### config.mk
export PLATFORM = sky130hd
export DESIGN_NAME = url_percent_decoder
export DESIGN_NICKNAME = d
export VERILOG_FILES = /design/src/hdl/upd_pkg.sv /design/src/hdl/url_percent_decoder.sv /design/src/hdl/upd_front.sv /design/src/hdl/upd_queue.sv /design/src/hdl/upd_back.sv
export SDC_FILE = /design/constraint.sdc
export NUM_CORES = 1
export LEC_CHECK = 0
export ABC_CLOCK_PERIOD_IN_PS = 10500
export BUFFER_PORTS_ARGS = -buffer_cell sky130_fd_sc_hd__buf_4
export CORE_MARGIN = 2
export CORE_UTILIZATION = 40
export DETAILED_ROUTE_END_ITERATION = 6
export GPL_ROUTABILITY_DRIVEN = 1
export GPL_TIMING_DRIVEN = 0
export PLACE_DENSITY = 0.58
export SETUP_SLACK_MARGIN = 0.1
export SYNTH_ARGS = -nofsm -noshare
export SYNTH_HDL_FRONTEND = slang
export SYNTH_SLANG_ARGS = --single-unit
export TNS_END_PERCENT = 20
### constraint.sdc
create_clock -name clk_i -period 10.5 [get_ports clk_i]
set_input_delay 2.1 -clock clk_i [delete_from_list [all_inputs] [get_ports clk_i]]
set_output_delay 2.1 -clock clk_i [all_outputs]
set_load 0.02 [all_outputs]
### src/hdl/upd_pkg.sv
package upd_pkg;

  localparam logic [7:0] ChPercent = 8'h25;
  localparam logic [7:0] ChPlus    = 8'h2B;
  localparam logic [7:0] ChSpace   = 8'h20;

  localparam int unsigned MaxOut = 3;
  localparam int unsigned QDepth = 4;
  localparam int unsigned QPtrW  = $clog2(QDepth);

  typedef enum logic [1:0] {
    PhIdle,
    PhPct,
    PhDigit
  } phase_e;

  typedef struct packed {
    logic [MaxOut-1:0][7:0] bytes;
    logic [1:0]             count;
    logic                   last;
  } entry_t;

  function automatic logic is_hex(input logic [7:0] c);
    logic r;
    r = ((c >= 8'h30) && (c <= 8'h39)) ||
        ((c >= 8'h41) && (c <= 8'h46)) ||
        ((c >= 8'h61) && (c <= 8'h66));
    return r;
  endfunction

  function automatic logic [3:0] hex_value(input logic [7:0] c);
    logic [3:0] r;
    if ((c >= 8'h30) && (c <= 8'h39)) begin
      r = c[3:0];
    end else begin
      r = c[3:0] + 4'd9;
    end
    return r;
  endfunction

endpackage

### src/hdl/url_percent_decoder.sv
// URL percent decoder: takes one encoded byte per request and returns the decoded
// bytes, turning a percent sign and two hex digits into one byte and a plus into a
// space, sending a broken or unfinished escape literally, and marking the final
// decoded byte of each string with tlast. An input byte yields zero to three output
// bytes; the input side takes one byte per cycle while the four-entry queue between
// the classifier and the output serializer has room, and the serializer sends one
// byte per cycle while the queue holds an entry and the output is ready. With the
// queue empty and the output free, the first decoded byte of a request passes through
// a queue entry and then the output register before it is presented.
module url_percent_decoder (
  input  logic       clk_i,
  input  logic       rst_ni,
  input  logic       s_axis_tvalid,
  output logic       s_axis_tready,
  input  logic [7:0] s_axis_tdata,   // [7:0] in_byte
  input  logic       s_axis_tlast,
  output logic       m_axis_tvalid,
  input  logic       m_axis_tready,
  output logic [7:0] m_axis_tdata,   // [7:0] out_byte
  output logic       m_axis_tlast
);

  upd_pkg::entry_t entry;
  upd_pkg::entry_t head;
  logic            push;
  logic            pop;
  logic            full;
  logic            empty;

  upd_front u_front (
    .clk_i   (clk_i),
    .rst_ni  (rst_ni),
    .valid_i (s_axis_tvalid),
    .byte_i  (s_axis_tdata),
    .last_i  (s_axis_tlast),
    .full_i  (full),
    .ready_o (s_axis_tready),
    .push_o  (push),
    .entry_o (entry)
  );

  upd_queue u_queue (
    .clk_i   (clk_i),
    .rst_ni  (rst_ni),
    .push_i  (push),
    .entry_i (entry),
    .pop_i   (pop),
    .full_o  (full),
    .empty_o (empty),
    .head_o  (head)
  );

  upd_back u_back (
    .clk_i   (clk_i),
    .rst_ni  (rst_ni),
    .head_i  (head),
    .empty_i (empty),
    .pop_o   (pop),
    .valid_o (m_axis_tvalid),
    .ready_i (m_axis_tready),
    .byte_o  (m_axis_tdata),
    .last_o  (m_axis_tlast)
  );

endmodule

### src/hdl/upd_front.sv
module upd_front (
  input  logic                clk_i,
  input  logic                rst_ni,
  input  logic                valid_i,
  input  logic [7:0]          byte_i,
  input  logic                last_i,
  input  logic                full_i,
  output logic                ready_o,
  output logic                push_o,
  output upd_pkg::entry_t     entry_o
);

  upd_pkg::phase_e phase_q, phase_d;
  logic [7:0]      held_q, held_d;
  logic [7:0]      em [upd_pkg::MaxOut];
  logic [1:0]      n;
  logic            fresh;
  logic            hex;
  logic            accept;

  assign ready_o = !full_i;
  assign accept  = valid_i && !full_i;
  assign hex     = upd_pkg::is_hex(byte_i);

  always_comb begin
    n       = 2'd0;
    fresh   = 1'b0;
    phase_d = phase_q;
    held_d  = held_q;
    for (int i = 0; i < upd_pkg::MaxOut; i++) begin
      em[i] = 8'h00;
    end

    unique case (phase_q)
      upd_pkg::PhPct: begin
        if (hex) begin
          held_d  = byte_i;
          phase_d = upd_pkg::PhDigit;
        end else begin
          em[0] = upd_pkg::ChPercent;
          n     = 2'd1;
          fresh = 1'b1;
        end
      end
      upd_pkg::PhDigit: begin
        if (hex) begin
          em[0]   = {upd_pkg::hex_value(held_q), upd_pkg::hex_value(byte_i)};
          n       = 2'd1;
          phase_d = upd_pkg::PhIdle;
        end else begin
          em[0] = upd_pkg::ChPercent;
          em[1] = held_q;
          n     = 2'd2;
          fresh = 1'b1;
        end
      end
      default: begin
        fresh = 1'b1;
      end
    endcase

    if (fresh) begin
      if (byte_i == upd_pkg::ChPercent) begin
        phase_d = upd_pkg::PhPct;
      end else begin
        em[n]   = (byte_i == upd_pkg::ChPlus) ? upd_pkg::ChSpace : byte_i;
        n       = n + 2'd1;
        phase_d = upd_pkg::PhIdle;
      end
    end

    if (last_i) begin
      if (phase_d == upd_pkg::PhPct) begin
        em[n] = upd_pkg::ChPercent;
        n     = n + 2'd1;
      end else if (phase_d == upd_pkg::PhDigit) begin
        em[0] = upd_pkg::ChPercent;
        em[1] = held_d;
        n     = 2'd2;
      end
      phase_d = upd_pkg::PhIdle;
    end
  end

  always_comb begin
    for (int i = 0; i < upd_pkg::MaxOut; i++) begin
      entry_o.bytes[i] = em[i];
    end
    entry_o.count = n;
    entry_o.last  = last_i;
    push_o        = accept && (n != 2'd0);
  end

  always_ff @(posedge clk_i or negedge rst_ni) begin
    if (!rst_ni) begin
      phase_q <= upd_pkg::PhIdle;
    end else if (accept) begin
      phase_q <= phase_d;
    end
  end

  always_ff @(posedge clk_i) begin
    if (accept) begin
      held_q <= held_d;
    end
  end

endmodule

### src/hdl/upd_queue.sv
module upd_queue (
  input  logic            clk_i,
  input  logic            rst_ni,
  input  logic            push_i,
  input  upd_pkg::entry_t entry_i,
  input  logic            pop_i,
  output logic            full_o,
  output logic            empty_o,
  output upd_pkg::entry_t head_o
);

  upd_pkg::entry_t           mem_q [upd_pkg::QDepth];
  logic [upd_pkg::QPtrW-1:0] wr_ptr_q, rd_ptr_q;
  logic [upd_pkg::QPtrW:0]   cnt_q;

  assign full_o  = (cnt_q == (upd_pkg::QPtrW+1)'(upd_pkg::QDepth));
  assign empty_o = (cnt_q == '0);
  assign head_o  = mem_q[rd_ptr_q];

  always_ff @(posedge clk_i) begin
    if (push_i) begin
      mem_q[wr_ptr_q] <= entry_i;
    end
  end

  always_ff @(posedge clk_i or negedge rst_ni) begin
    if (!rst_ni) begin
      wr_ptr_q <= '0;
      rd_ptr_q <= '0;
      cnt_q    <= '0;
    end else begin
      if (push_i) begin
        wr_ptr_q <= wr_ptr_q + 1'b1;
      end
      if (pop_i) begin
        rd_ptr_q <= rd_ptr_q + 1'b1;
      end
      if (push_i && !pop_i) begin
        cnt_q <= cnt_q + 1'b1;
      end else if (pop_i && !push_i) begin
        cnt_q <= cnt_q - 1'b1;
      end
    end
  end

  assert property (@(posedge clk_i) disable iff (!rst_ni) push_i |-> !full_o)
    else $error("Request pushed into a full queue.");
  assert property (@(posedge clk_i) disable iff (!rst_ni) pop_i |-> !empty_o)
    else $error("Request popped from an empty queue.");
  assert property (@(posedge clk_i) disable iff (!rst_ni) push_i |-> entry_i.count != 2'd0)
    else $error("Queued request carries no bytes.");

endmodule

### src/hdl/upd_back.sv
module upd_back (
  input  logic            clk_i,
  input  logic            rst_ni,
  input  upd_pkg::entry_t head_i,
  input  logic            empty_i,
  output logic            pop_o,
  output logic            valid_o,
  input  logic            ready_i,
  output logic [7:0]      byte_o,
  output logic            last_o
);

  logic [1:0] idx_q, idx_d;
  logic       valid_q, valid_d;
  logic [7:0] byte_q;
  logic       last_q;
  logic       load;
  logic       take;
  logic       final_byte;

  assign load       = !valid_q || ready_i;
  assign take       = load && !empty_i;
  assign final_byte = (idx_q == (head_i.count - 2'd1));
  assign pop_o      = take && final_byte;

  always_comb begin
    valid_d = valid_q;
    idx_d   = idx_q;
    if (load) begin
      valid_d = !empty_i;
    end
    if (take) begin
      idx_d = final_byte ? 2'd0 : idx_q + 2'd1;
    end
  end

  always_ff @(posedge clk_i or negedge rst_ni) begin
    if (!rst_ni) begin
      valid_q <= 1'b0;
      idx_q   <= 2'd0;
    end else begin
      valid_q <= valid_d;
      idx_q   <= idx_d;
    end
  end

  always_ff @(posedge clk_i) begin
    if (take) begin
      byte_q <= head_i.bytes[idx_q];
      last_q <= head_i.last && final_byte;
    end
  end

  assign valid_o = valid_q;
  assign byte_o  = byte_q;
  assign last_o  = last_q;

endmodule
==> Word level (Yosys, flattened, before mapping) <==
Memory sizes are Yosys's and may differ from the RTL's.
Index checks and enable logic that the tools add are counted.
{ "word_totals": {"n_memories": 1, "ff_bits": 29, "output_inout_bits": 11, "ram_bits": 108} }
{ "memory_table": {"columns": ["memory", "depth", "word_bits", "rd", "rd_clocked_by_memory_dff", "write_ports", "line", "rtl"], "rows": [
  ["u_queue.mem_q", 4, 27, 1, 0, 1, "upd_queue.sv:12", "upd_pkg::entry_t mem_q [upd_pkg::QDepth];"]
]} }
{ "classes": {"bitwise_logic": 5, "addsub": 10, "n_eq_ne": 8, "magnitude_cmp": 13, "n_mux": 44, "reduce_logical": 25} }
{ "op_table": {"columns": ["operator", "count"], "rows": [
  ["2-to-1 mux 8 bit", 10],
  ["2-to-1 mux 24 bit", 3],
  ["demux 8 bit (select 2 bit)", 2],
  ["2-to-1 mux 16 bit", 2],
  ["bitwise mux 24 bit", 1],
  ["2-to-1 mux 2 bit", 11],
  ["binary-select mux 8 bit (select 2 bit)", 1],
  ["== test 8 x 6 -> 1 bit, second input constant", 2],
  [">= comparator 8 x 6 -> 1 bit, second input constant", 2],
  [">= comparator 8 x 7 -> 1 bit, second input constant", 2],
  ["less-or-equal comparator 8 x 6 -> 1 bit, second input constant", 2],
  ["less-or-equal comparator 8 x 7 -> 1 bit, second input constant", 2],
  ["one-hot mux 8 bit (2 select lines)", 1],
  ["bitwise AND 15 bit", 1],
  ["NOT 15 bit", 1],
  ["logical AND 1 bit", 13],
  ["adder 2 x 1 -> 2 bit, second input constant", 5],
  ["bitwise OR 9 bit", 1],
  ["adder 4 bit, second input constant", 2],
  ["2-to-1 mux 4 bit", 2],
  ["one-hot mux 2 bit (2 select lines)", 2],
  [">= comparator 3 bit, second input constant", 2],
  ["less-than comparator 3 x 1 -> 1 bit, second input constant", 2],
  ["2-to-1 mux 1 bit", 6],
  ["16 further kinds", 27]
]} }

==> Depth between registers and ports, before layout <==
{ "logic_depth": {"ltp_word": 18, "mapped_depth": 21} }

==> Hierarchy <==
Synthesis repeated with hierarchy kept, for this count alone.
{ "hier_totals": {"hier_cells": 447, "hier_area_um2": 6575.1} }
{ "by_module_without_submodules": {"columns": ["module", "instances", "area_each_um2", "cells_each"], "rows": [
  ["upd_queue", 1, 4299.1, 175],
  ["upd_front", 1, 1651.6, 216],
  ["upd_back", 1, 624.3, 56]
]} }

==> Worst setup path after synthesis <==
No wires, ideal clock.
{ "synth_timing": {"kind": "input -> register", "startpoint": "in s_axis_tdata[1]", "endpoint": "mem u_queue.mem_q[0][0] (netlist name), enable pin", "path_stages": 15, "setup_time_ns": 0.386, "arrival_ns": 5.714, "path_slack_ns": 4.400, "cell_sequence": "inv_1 > ha_1 > o21bai_1 > o21ai_1 > nand3_1 > o21ai_0 > inv_1 > ha_1 > nand2_1 > a21boi_0 > ha_1 > mux2i_1 > nand2_1 > a41oi_4 > and2_1"} }
{ "synth_between": {"elab_chain_len": 16} }
{ "synth_lines": {"columns": ["item", "line", "rtl"], "rows": [
  ["start, declared", "url_percent_decoder.sv:15", "input logic [7:0] s_axis_tdata,"],
  [">= comparator 8 x 6 -> 1 bit, or another cell as far along", "upd_pkg.sv:25", "r = ((c >= 8'h30) && (c <= 8'h39)) ||"],
  ["logical AND 1 bit, on equally long branches", "upd_pkg.sv:25, upd_pkg.sv:26", null],
  ["logical OR 1 bit", "upd_pkg.sv:25", null],
  ["logical OR 1 bit", "upd_pkg.sv:26", "((c >= 8'h41) && (c <= 8'h46)) ||"],
  ["2-to-1 mux 2 bit or 2-to-1 mux 1 bit (tied branches)", "upd_front.sv:46, upd_front.sv:36", null],
  ["one-hot mux 2 bit (2 select lines)", "upd_front.sv:34", "unique case (phase_q)"],
  ["adder 2 x 1 -> 2 bit", "upd_front.sv:67", "n = n + 2'd1;"],
  ["2-to-1 mux 2 bit", "upd_front.sv:63", "if (byte_i == upd_pkg::ChPercent) begin"],
  ["2-to-1 mux 2 bit", "upd_front.sv:62", "if (fresh) begin"],
  ["adder 2 x 1 -> 2 bit or 2-to-1 mux 2 bit (tied branches)", "upd_front.sv:75, upd_front.sv:76", null],
  ["2-to-1 mux 2 bit", "upd_front.sv:73", "if (phase_d == upd_pkg::PhPct) begin"],
  ["2-to-1 mux 2 bit *", "upd_front.sv:72", "if (last_i) begin"],
  ["nonzero test 2 bit *", "upd_front.sv:91", "push_o = accept && (n != 2'd0);"],
  ["logical AND 1 bit *", "upd_front.sv:91", null],
  ["named net push", "url_percent_decoder.sv:25", "logic push;"],
  ["2-to-1 mux 1 bit *", "upd_queue.sv:21", "if (push_i) begin"],
  ["2-to-1 mux 1 bit (not written as such) *", "upd_queue.sv:22", "mem_q[wr_ptr_q] <= entry_i;"],
  ["end, declared", "upd_queue.sv:12", null]
]} }
The timed path passes the listed nets; every way through them passes the cells marked *.

==> Worst setup path in the final report <==
{ "layout_timing": {"startpoint": "in s_axis_tdata[1]", "endpoint": "reg u_queue.cnt_q[2] (netlist name)"} }
{ "layout_between": {"elab_chain_len": 17} }
{ "layout_lines": {"columns": ["item", "line", "rtl"], "rows": [
  [">= comparator 8 x 6 -> 1 bit, or another cell as far along", "upd_pkg.sv:25", null],
  ["logical AND 1 bit, on equally long branches", "upd_pkg.sv:25, upd_pkg.sv:26", null],
  ["logical OR 1 bit", "upd_pkg.sv:25", null],
  ["logical OR 1 bit", "upd_pkg.sv:26", null],
  ["2-to-1 mux 2 bit or 2-to-1 mux 1 bit (tied branches)", "upd_front.sv:46, upd_front.sv:36", null],
  ["one-hot mux 2 bit (2 select lines)", "upd_front.sv:34", null],
  ["adder 2 x 1 -> 2 bit", "upd_front.sv:67", null],
  ["2-to-1 mux 2 bit", "upd_front.sv:63", null],
  ["[... 2 more ...]", null, null],
  ["2-to-1 mux 2 bit", "upd_front.sv:73", null],
  ["2-to-1 mux 2 bit *", "upd_front.sv:72", null],
  ["nonzero test 2 bit *", "upd_front.sv:91", null],
  ["logical AND 1 bit *", "upd_front.sv:91", null],
  ["named net push", "url_percent_decoder.sv:25", null],
  ["logical NOT 1 bit", "upd_queue.sv:40", "end else if (pop_i && !push_i) begin"],
  ["logical AND 1 bit", "upd_queue.sv:40", null],
  ["nonzero test 2 bit (no source line)", null, null],
  ["end signal, assigned", "upd_queue.sv:39", "cnt_q <= cnt_q + 1'b1;"],
  ["end signal, assigned", "upd_queue.sv:41", "cnt_q <= cnt_q - 1'b1;"],
  ["end, declared", "upd_queue.sv:14", "logic [upd_pkg::QPtrW:0] cnt_q;"]
]} }
Marked as above.
A chain may end at the register's enable or synchronous reset.

==> qor.csv <==
metric,value,unit
Synth top area share,0.584,
post-CTS sizing,0,
Syn. warnings,0,
Worst Hold Endpoint,u_queue.cnt_q[2],
Area Growth Syn to Fin,16.8,%
WP data arrival,6810,ps
Starting Density,0.407,
post-route setup TNS,0,ps
antenna violations before repair,0,
Worst R2R End,u_queue.cnt_q[2],
Min Hold Slack,506,ps
largest family of logic cells by synthesized area,multiplexers,
vias in the first global route,3678,
Die Y,131,um
worst r2r src,u_front.phase_q[0],
largest net degree at the start of global routing,28,
worst setup margin,4040,ps
"EDFF count, synth",125,
Post-CTS Setup Bufs,0,
Post-DRT Antenna Nets,0,
post-place setup slack,3650,ps
fill count,1393,
reg2reg path depth,18,
synthesized-area fraction occupied by adder cells,0.0421,
CTS buffer count,17,
dpl cells,656,
Crit Path Class,in -> reg,
Final HPWL DP,9210,um
Async SR Flop Fraction,0.0876,
critical path peak fanout,8,
area occupied by multi-input gates,2170,um^2
mean routed wirelength per cell,19.6,um
worst hold path type,reg -> reg,
diodes inserted,0,
num rows,46,
via count,3649,
ys flop type,edfxtp_1,
Post-Syn Area,6420,um^2
post-synthesis xor/xnor area fraction,0.0204,
run status,completed,
Root Buffer,clkbuf_16,
Sink Count,137,
die area,17100,um^2
Crit. End Element,flop,
H-tree levels,4,
first-pass iteration count of the detailed router,5,
I/O pins,24,
layout cells sized above 1,0.239,
worst-margin pin slew,924,ps
Max-cap violations,0,
drt drc,0,
Buffers on Ports,23,
Pwr Density,259,nW/um^2
met1 Track Usage GR,0.228,
count of final setup violators,0,
Post-Synth Simple-Gate Area,0.0724,
RSZ-0062 raised after global routing,no,
area of the core,15800,um^2
"top cells by area, synth","edfxtp_1, mux4_2, dfrtp_1",
R2R Setup Slk,6250,ps
gpl congestion,0.881,
GR peak layer,met2,
global-route wire length before repair,20900,um
gr usage total,0.169,
fin. max-slew vios,0,
Unique masters post-synth,63,
Worst-Skew Late Latency,420,ps
Synth Register Bits,137,
Compound-Gate Fraction of Synth Area,0.0773,
M2 GR Usage,0.274,
f_max,155,MHz
met3 usage,0.0423,
Post-CTS Hold Fix Bufs,0,
register area,4050,um^2
vias per cell,5.30,
final hold violations,0,
CTS tree,done,
clk slew on worst S/H paths,60,ps
"Period Utilization, post-route",0.615,
GRT overflow,0,
Bufs on Longest Clock Path,2,
DRT Wirelength,13500,um
HP Start,u_queue.cnt_q[2],
Finished Layout Cells,688,
post-synth net total,451,
clk_skew,10.9,ps
fin crit period,6460,ps
hold depth,1,
synthesized netlist cell count,417,
Leak,2.75,nW
relative slew slack,0.383,
"commonest non-fill, non-tap cell in the layout",edfxtp_1,
most frequent cells in the layout,"edfxtp_1, inv_1, mux4_2",
"Seq/Total Area, Yosys",0.631,
mux share of post-synthesis cell area,0.124,
Startpoint Class,input port,
Crit path required time,10840,ps
mean area per synthesized cell,15.4,um^2
"Power, Total",0.00194,W
worst vdd ir,0.119,mV
initial DRC count,225,
Die X,131,um
cell taking the most area after synthesis,edfxtp_1,
final layout net count,493,
-- logic make-up after synthesis --
group           count (synthesis)
compound gates                 66
xor+xnor                       15
fa+ha+maj                      21
buf+inv                        48
flops                         137
mux                            45
simple gates                   85
-- how the worst max path moves through the flow --
stage / startpoint / end / slack (ps)
3_5_place_dp: s_axis_tdata[1] / u_queue.cnt_q[2] / 3650
4_1_cts: s_axis_tdata[1] / u_queue.cnt_q[2] / 4080
6_report: s_axis_tdata[1] / u_queue.cnt_q[2] / 4040
2_1_floorplan: s_axis_tdata[1] / u_queue.mem_q[0][0] / 4400
3_3_place_gp: s_axis_tdata[1] / u_queue.mem_q[0][16] / 3310
5_1_grt: s_axis_tdata[1] / u_queue.cnt_q[2] / 3700
-- layout make-up --
cell class              count  share of cell area
well taps                 216              0.0360
clock buffers              24              0.0770
multi-input cells         232               0.289
inverters                  33              0.0165
clock inverters             8             0.00650
repair buffers             23              0.0230
plain buffers              15              0.0112
flip-flops and latches    137               0.540
-- synthesized netlist by cell type (all sizes together) (2+ instances only) --
cell type,n
a31oi,3
a32o,3
o21ai,10
nand2,23
and3,5
nor2b,3
o22ai,10
and2,13
clkbuf,7
mux2i,12
a21boi,3
nor2,18
or2,2
nand3,3
a22oi,6
a21oi,10
inv,33
a221o,4
nand2b,3
xnor2,9
dfrtp,12
edfxtp,125
mux4,27
xor2,6
o21bai,2
o2bb2ai,2
a221oi,2
mux2,6
nor3,4
and4,2
nand4,2
buf,8
ha,20
-- worst max-delay path, stage by stage --
cell and delay [ps]:
buf_4 140, inv_1 90, ha_1 230, o21bai_1 120, o21ai_1 390, nand3_1 330, o21ai_0 430, inv_1 120
ha_1 300, nand2_1 150, a21boi_0 360, ha_1 300, mux2i_1 130, nand2_1 120, a41oi_4 340, ha_1 250
inv_1 60, fa_1 390, xor2_1 170, nor2_1 120, xor2_1 160
-- per-layer routing --
metal / routed length (um) / vias up / share of wire
li1: - / 1708 / -
met4: 161 / 0 / 0.012
met5: 0 / - / 0
met2: 6650 / 91 / 0.49
met3: 611 / 15 / 0.045
met1: 6060 / 1835 / 0.45
-- through the flow --
step	instance area (um^2)	utilization
floorplan	6420	-
global placement	6870	0.435
detailed placement	6880	0.436
CTS	7500	0.476
global route	7500	0.476
finish	7500	0.476
-- flip-flops by register name, indices dropped and copies added, names as in the netlist --
signal	count
u_queue.cnt_q	3
u_back.idx_q	2
u_queue.mem_q	108
u_back.last_o	1
u_back.byte_o	8
u_queue.rd_ptr_q	2
u_queue.wr_ptr_q	2
u_back.valid_o	1
u_front.phase_q	2
u_front.held_q	8
-- power by group --
group | switching [W] | total [W] | internal [W]
logic | 0.000310 | 0.000549 | 0.000240
registers | 0.0000447 | 0.000792 | 0.000747
clock network | 0.000219 | 0.000603 | 0.000384
total | 0.000574 | 0.00194 | 0.00137
Power figures use the tool's default switching activity.
